`src/sv/qrbd_pkg.sv`:
```
// Package: shared types and constants for the crate readout block decoder.
`timescale 1ns / 1ps
`default_nettype none
package qrbd_pkg;

  localparam int unsigned NUM_BOARDS    = 16;
  localparam int unsigned NUM_TIME_BINS = 8;

  localparam logic [31:0] TRAILER_WORD = 32'h0000_ac10;
  localparam logic [3:0]  ADDR_HIGH_NIB = 4'h1;  // board addresses 0x10..0x1F

  localparam logic [2:0] ST_HEADER      = 3'd0;
  localparam logic [2:0] ST_VALUE       = 3'd1;
  localparam logic [2:0] ST_TRAILER_OK  = 3'd2;
  localparam logic [2:0] ST_CRATE       = 3'd3;
  localparam logic [2:0] ST_ADDR        = 3'd4;
  localparam logic [2:0] ST_BAD_TRAILER = 3'd5;
  localparam logic [2:0] ST_TRUNC       = 3'd6;
  localparam logic [2:0] ST_SKIP        = 3'd7;

  // Word after classification, independent of decoder state
  typedef struct packed {
    logic        is_last;
    logic        trailer_ok;
    logic        crate_ok;
    logic        addr_ok;
    logic [3:0]  board;
    logic [7:0]  lines;
    logic [4:0]  chan;
    logic [11:0] value;
    logic [2:0]  bin;
  } cls_t;

  typedef struct packed {
    logic [2:0]  status;
    logic [3:0]  board_index;
    logic [4:0]  channel;
    logic [2:0]  bin_out;
    logic [11:0] value;
  } res_t;

endpackage
`default_nettype wire

```
`src/sv/qrbd_fifo.sv`:
```
// Small synchronous queue with registered count and pointers.
`timescale 1ns / 1ps
`default_nettype none
module qrbd_fifo #(
  parameter int unsigned WIDTH = 8,
  parameter int unsigned DEPTH = 2
) (
  input  wire logic             clk,
  input  wire logic             rst_n,
  input  wire logic             push,
  input  wire logic [WIDTH-1:0] din,
  output logic                  full,
  input  wire logic             pop,
  output logic                  empty,
  output logic      [WIDTH-1:0] dout
);

  localparam int unsigned PTR_W = (DEPTH > 1) ? $clog2(DEPTH) : 1;
  localparam int unsigned CNT_W = $clog2(DEPTH + 1);
  localparam logic [PTR_W-1:0] PTR_LAST = PTR_W'(DEPTH - 1);

  logic [WIDTH-1:0] mem_r [DEPTH];
  logic [PTR_W-1:0] wr_ptr_r, wr_ptr_nxt;
  logic [PTR_W-1:0] rd_ptr_r, rd_ptr_nxt;
  logic [CNT_W-1:0] count_r, count_nxt;
  logic             do_push, do_pop;

  assign full    = (count_r == CNT_W'(DEPTH));
  assign empty   = (count_r == '0);
  assign do_push = push && !full;
  assign do_pop  = pop && !empty;
  assign dout    = mem_r[rd_ptr_r];

  always_comb begin
    wr_ptr_nxt = wr_ptr_r;
    rd_ptr_nxt = rd_ptr_r;
    count_nxt  = count_r;
    if (do_push) begin
      wr_ptr_nxt = (wr_ptr_r == PTR_LAST) ? '0 : wr_ptr_r + 1'b1;
    end
    if (do_pop) begin
      rd_ptr_nxt = (rd_ptr_r == PTR_LAST) ? '0 : rd_ptr_r + 1'b1;
    end
    if (do_push && !do_pop) begin
      count_nxt = count_r + 1'b1;
    end else if (do_pop && !do_push) begin
      count_nxt = count_r - 1'b1;
    end
  end

  always_ff @(posedge clk) begin
    if (!rst_n) begin
      wr_ptr_r <= '0;
      rd_ptr_r <= '0;
      count_r  <= '0;
    end else begin
      wr_ptr_r <= wr_ptr_nxt;
      rd_ptr_r <= rd_ptr_nxt;
      count_r  <= count_nxt;
    end
  end

  always_ff @(posedge clk) begin
    if (do_push) begin
      mem_r[wr_ptr_r] <= din;
    end
  end

endmodule
`default_nettype wire

```
`src/sv/qrbd_front.sv`:
```
// Front end: splits an incoming word into fields and stateless checks.
`timescale 1ns / 1ps
`default_nettype none
module qrbd_front
  import qrbd_pkg::*;
(
  input  wire logic [31:0] word,
  input  wire logic        last_word,
  input  wire logic [7:0]  crate_id,
  input  wire logic [2:0]  time_bin,
  output cls_t             cls
);

  logic [7:0] addr;

  assign addr = word[23:16];

  always_comb begin
    cls.is_last    = last_word;
    cls.trailer_ok = (word == TRAILER_WORD);
    cls.crate_ok   = (word[31:24] == crate_id);
    // rebased index must also sit below the board count
    cls.addr_ok    = (addr[7:4] == ADDR_HIGH_NIB) &&
                     ({1'b0, addr[3:0]} < 5'(NUM_BOARDS));
    cls.board      = addr[3:0];
    cls.lines      = word[7:0];
    cls.chan       = word[31:27];
    cls.value      = word[11:0];
    cls.bin        = 3'(time_bin % NUM_TIME_BINS);
  end

endmodule
`default_nettype wire

```
`src/sv/qrbd_back.sv`:
```
// Back end: holds group state and turns classified words into results.
`timescale 1ns / 1ps
`default_nettype none
module qrbd_back
  import qrbd_pkg::*;
(
  input  wire logic clk,
  input  wire logic rst_n,
  input  wire logic go,
  input  wire cls_t cls,
  output res_t      res
);

  logic [7:0] lines_left_r, lines_left_nxt;
  logic [3:0] board_r, board_nxt;
  logic       skip_r, skip_nxt;

  always_comb begin
    lines_left_nxt = lines_left_r;
    board_nxt      = board_r;
    skip_nxt       = skip_r;
    res            = '0;
    if (cls.is_last) begin
      if (!cls.trailer_ok) begin
        res.status = ST_BAD_TRAILER;
      end else if (skip_r) begin
        res.status = ST_SKIP;
      end else if (lines_left_r != '0) begin
        res.status = ST_TRUNC;
      end else begin
        res.status = ST_TRAILER_OK;
      end
      lines_left_nxt = '0;
      skip_nxt       = 1'b0;
    end else if (skip_r) begin
      res.status = ST_SKIP;
    end else if (lines_left_r != '0) begin
      res.status      = ST_VALUE;
      res.board_index = board_r;
      res.channel     = cls.chan;
      res.bin_out     = cls.bin;
      res.value       = cls.value;
      lines_left_nxt  = lines_left_r - 1'b1;
    end else if (!cls.crate_ok) begin
      res.status = ST_CRATE;
      skip_nxt   = 1'b1;
    end else if (!cls.addr_ok) begin
      res.status = ST_ADDR;
      skip_nxt   = 1'b1;
    end else begin
      res.status      = ST_HEADER;
      res.board_index = cls.board;
      board_nxt       = cls.board;
      lines_left_nxt  = cls.lines;
    end
  end

  always_ff @(posedge clk) begin
    if (!rst_n) begin
      lines_left_r <= '0;
      board_r      <= '0;
      skip_r       <= 1'b0;
    end else if (go) begin
      lines_left_r <= lines_left_nxt;
      board_r      <= board_nxt;
      skip_r       <= skip_nxt;
    end
  end

endmodule
`default_nettype wire

```
`src/sv/qt_readout_block_decoder.sv`:
```
// Top level of the crate readout block decoder.
// Takes one 32-bit readout word per cycle while the input queue is not full, and gives one
// result item per word: header taken, channel value, trailer ok, or an error/skip status.
// Words are classified in the front end, wait in a QUEUE_DEPTH-entry queue, and are decoded
// by the back end into a QUEUE_DEPTH-entry result queue. Throughput is one item per cycle while
// results are popped; each word is registered in the mid queue, then in the result queue.
// After any error the rest of the block is reported as skipped up to its last word.
`timescale 1ns / 1ps
`default_nettype none
module qt_readout_block_decoder
  import qrbd_pkg::*;
#(
  parameter int unsigned QUEUE_DEPTH = 2
) (
  input  wire logic        clk,
  input  wire logic        rst_n,
  input  wire logic        in_push,
  output logic             in_full,
  input  wire logic [31:0] in_word,
  input  wire logic        in_last_word,
  input  wire logic [7:0]  in_crate_id,
  input  wire logic [2:0]  in_time_bin,
  output logic             out_empty,
  input  wire logic        out_pop,
  output logic [2:0]       out_status,
  output logic [3:0]       out_board_index,
  output logic [4:0]       out_channel,
  output logic [2:0]       out_bin_out,
  output logic [11:0]      out_value
);

  cls_t cls_in, cls_q;
  res_t res_d, res_q;
  logic mid_empty, out_full, go;

  qrbd_front u_front (
    .word      (in_word),
    .last_word (in_last_word),
    .crate_id  (in_crate_id),
    .time_bin  (in_time_bin),
    .cls       (cls_in)
  );

  qrbd_fifo #(.WIDTH($bits(cls_t)), .DEPTH(QUEUE_DEPTH)) u_mid_q (
    .clk   (clk),
    .rst_n (rst_n),
    .push  (in_push),
    .din   (cls_in),
    .full  (in_full),
    .pop   (go),
    .empty (mid_empty),
    .dout  (cls_q)
  );

  assign go = !mid_empty && !out_full;

  qrbd_back u_back (
    .clk   (clk),
    .rst_n (rst_n),
    .go    (go),
    .cls   (cls_q),
    .res   (res_d)
  );

  qrbd_fifo #(.WIDTH($bits(res_t)), .DEPTH(QUEUE_DEPTH)) u_out_q (
    .clk   (clk),
    .rst_n (rst_n),
    .push  (go),
    .din   (res_d),
    .full  (out_full),
    .pop   (out_pop),
    .empty (out_empty),
    .dout  (res_q)
  );

  assign out_status      = res_q.status;
  assign out_board_index = res_q.board_index;
  assign out_channel     = res_q.channel;
  assign out_bin_out     = res_q.bin_out;
  assign out_value       = res_q.value;

endmodule
`default_nettype wire

```
`config.mk`:
```
export PLATFORM = sky130hd
export DESIGN_NAME = qt_readout_block_decoder
export DESIGN_NICKNAME = d
export VERILOG_FILES = /design/src/sv/qrbd_pkg.sv /design/src/sv/qrbd_fifo.sv /design/src/sv/qrbd_front.sv /design/src/sv/qrbd_back.sv /design/src/sv/qt_readout_block_decoder.sv
export SDC_FILE = /design/constraint.sdc
export NUM_CORES = 1
export LEC_CHECK = 0
export ABC_AREA = 0
export ABC_CLOCK_PERIOD_IN_PS = 2029
export BUFFER_PORTS_ARGS = -buffer_cell sky130_fd_sc_hd__buf_2
export CORE_ASPECT_RATIO = 0.7
export CORE_MARGIN = 8
export CORE_UTILIZATION = 40
export DETAILED_ROUTE_END_ITERATION = 12
export HOLD_SLACK_MARGIN = 0.08
export SLEW_MARGIN = 20
export SYNTH_ARGS = -nofsm -noshare
export SYNTH_HDL_FRONTEND = slang
export SYNTH_SLANG_ARGS = --single-unit
```
`constraint.sdc`:
```
create_clock -name clk -period 2.03 [get_ports clk]
set_input_delay 0.3045 -clock clk [delete_from_list [all_inputs] [get_ports clk]]
set_output_delay 0.3045 -clock clk [all_outputs]
set_load 0.01 [all_outputs]
```
==> reports/results.ini <==
[status]
outcome=finished clean

[global_routing]
grt_max_degree=30
grt_pass1_vias=3575
grt_pass1_wl_mm=18.85
grt_overflow=0
antenna_found_initial=0
grt.total_usage_pct=13.93

[synthesis]
synth_edf_count=110
ys.flop_type=edfxtp_1
syn_area_per_cell_um2=14.06
synth_common_cells=edfxtp_1, nor2_1, mux2i_1
yosys.area.top_type=edfxtp_1
yosysSeqAreaShare_pct=67.61
netlist_area_mm2=0.005567
synth.area.top_cells=edfxtp_1, dfxtp_1, mux2_2, mux2i_1, nor2_1
synth_most_common_cell=edfxtp_1
netlist_instances=396
synth_nets=448
yosys_warnings=0
synth_top_area_share_pct=59.34
async_reset_ff_share_pct=0
ys_seq_elements=133
synth.distinct_cells=48

[routing]
wl_mm=12.00
drt-initial-drc-count=203
wl_per_cell_um=16.86
vias=3528
first_pass_iters=5
drc=0
vias_per_cell=4.955
drtAntennaViolNets=0

[timing]
slew_violations=0
max_freq_ghz=0.5082
hold_violations=0
hold_slack_ps=95.12
setup_viol=0
period_share_pct=96.93
slew_headroom_pct=62.53
worstMarginPinSlew_ps=555.0
fin_skew_ps=11.19
period_minus_slack_ps=1968
fin_setup_tns_ps=0

[placed_design]
placed_area_mm2=0.006419
dpl.cell_count=673
portBuffers=76
hpwl_mm=8.573
gp_congestion=0.8882

[pwr]
vdd_ir_drop_max_uv=654.5
sw_frac_of_total_pct=33.07
power_frac_clock_pct=24.5
power_frac_comb_pct=41.3
leakage_nw=2.684
p_seq_share_pct=34.3
p_int_mw=8.285
power.density_mw_per_mm2=1738
power.switching_mw=4.093

[critical_path]
r2r-start=u_back.lines_left_r[5]$_SDFFE_PN0P_
crit_start=u_back.lines_left_r[5]$_SDFFE_PN0P_
start_kind=register
critical_path_required_ps=2340
cp-end-kind=register
worstPathMaxFanout=12
cp_data_arrival_time_ps=2280
critPathKind=register to register

[floorplan]
die-area_mm2=0.01801
pin_count=77
coreArea_mm2=0.01374
die_h_um=114.7
die_x_um=157
num_rows=36
floorplan.initialDensity_pct=40.52

[cts]
clkTransAtPathRegs_ps=60
cts_made_buffers=17
clock_latency_ps=420
cts_root_buf=clkbuf_16
clock-sinks=133
clk_path_buf_depth=2
cts_tree=yes
htreeDepth=4

[cells_and_area]
fin_nets=562
fin_util_pct=51.84
regArea_mm2=0.003769
area.growth.synth_to_final_pct=27.94
multiInputGateArea_mm2=0.001715
drive_gt1_share_pct=33.91
stdcell_count=712
stdcell_area_mm2=0.007122
nFillCells=1167
antenna-diode-count=0

[flow_run]
maxCapViolations=0

[min_path]
hold_class=input pin to register
worstHoldStart=in_word[11]

[final cells by class]
cell class	count	share of cell area [%]
Sequential cell	133	52.92
Clock buffer	19	6.079
Timing Repair Buffer	112	10.70
Inverter	13	0.6852
Clock inverter	12	2.196
Tap cell	190	3.338
Multi-Input combinational cell	233	24.09
[power by group through the flow]
stage               Clock [mW]  Sequential [mW]  Combinational (mW)
floorplan                    0             4.23                2.98
global placement             0             4.26                4.81
detailed placement           0             4.29                4.88
CTS                       3.09             4.24                4.96
global route              3.20             4.32                5.58
finish                    3.03             4.24                5.11
[logic make-up (layout without fill, tap and decap cells)]
group | after synthesis | in the layout | share of synthesized area [%]
buffers and inverters | 30 | 156 | 2.248
XOR/XNOR | 19 | 19 | 2.989
AO/OA/AOI/OAI | 47 | 47 | 5.709
adder cells (fa/ha/maj) | 4 | 4 | 0.8991
multiplexers | 58 | 58 | 11.06
AND/OR/NAND/NOR | 105 | 105 | 9.486
flip-flops | 133 | 133 | 67.61
[placed cells by master (no fill, tap or decap), types with 5 or more instances in the layout]
master	instances
xnor2_1	14
xor2_1	5
buf_12	7
buf_2	76
and2_1	8
edfxtp_1	110
a21oi_1	7
nand2_1	19
dfxtp_1	19
nor2_1	36
clkbuf_16	17
mux2_2	28
a31oi_1	6
nand4_1	7
o22ai_1	6
mux2i_1	30
o21ai_0	9
nor3_1	6
buf_4	20
inv_1	13
dlygate4sd3_1	8
[flip-flops by register name (all words and copies together), names as in the netlist, named ones only]
signal	flops
u_mid_q.rd_ptr_r	1
u_mid_q.count_r	2
u_out_q.rd_ptr_r	1
u_out_q.count_r	2
u_out_q.wr_ptr_r	1
u_mid_q.mem_r	56
u_back.board_r	4
u_out_q.mem_r	54
u_back.lines_left_r	8
u_back.skip_r	1
u_mid_q.wr_ptr_r	1
[worst max-delay path: stages (launching register included)]
cell and delay (ps):
dfxtp_2 320, or4_4 560, buf_4 160, nor3_2 230, buf_6 180, nand2_1 60
and4_4 180, a31o_1 170
[repair_timing]
item,CTS,global route
pin swaps,0,0
hold buffers,8,0
endpoints found under the setup margin,15,47
resized for setup,2,5
hold endpoints to repair,16,0
setup buffers,0,0
[routing by layer]
metal,part of all wire [%],vias to the layer above,track usage [%]
li1,-,1714,-
met1,52,1673,19.81
met2,40,128,18.45
met3,7.3,13,5.128
met4,1.5,0,6.126
met5,0,-,0
[worst paths after layout]
path	endpoint	cells after the start	slack, ps
worst max-delay path	u_back.lines_left_r[1]$_SDFFE_PN0P_	7	60
worst min-delay path	u_mid_q.mem_r[0][14]$_DFFE_PP_	1	100
worst max register to register	u_back.lines_left_r[1]$_SDFFE_PN0P_	7	60
worst min register to register	u_back.lines_left_r[7]$_SDFFE_PN0P_	2	520
[per-stage QoR]
| stage | worst slack [ps] | total power, mW |
|---|---|---|
| finish | 62.24 | 12.38 |
| global placement | -19.16 | 9.072 |
| detailed placement | -58.33 | 9.177 |
| global route | -14.74 | 13.10 |
| CTS | 18.11 | 12.29 |
| floorplan | -45.92 | 7.218 |
(Power assumes the default switching activity.)
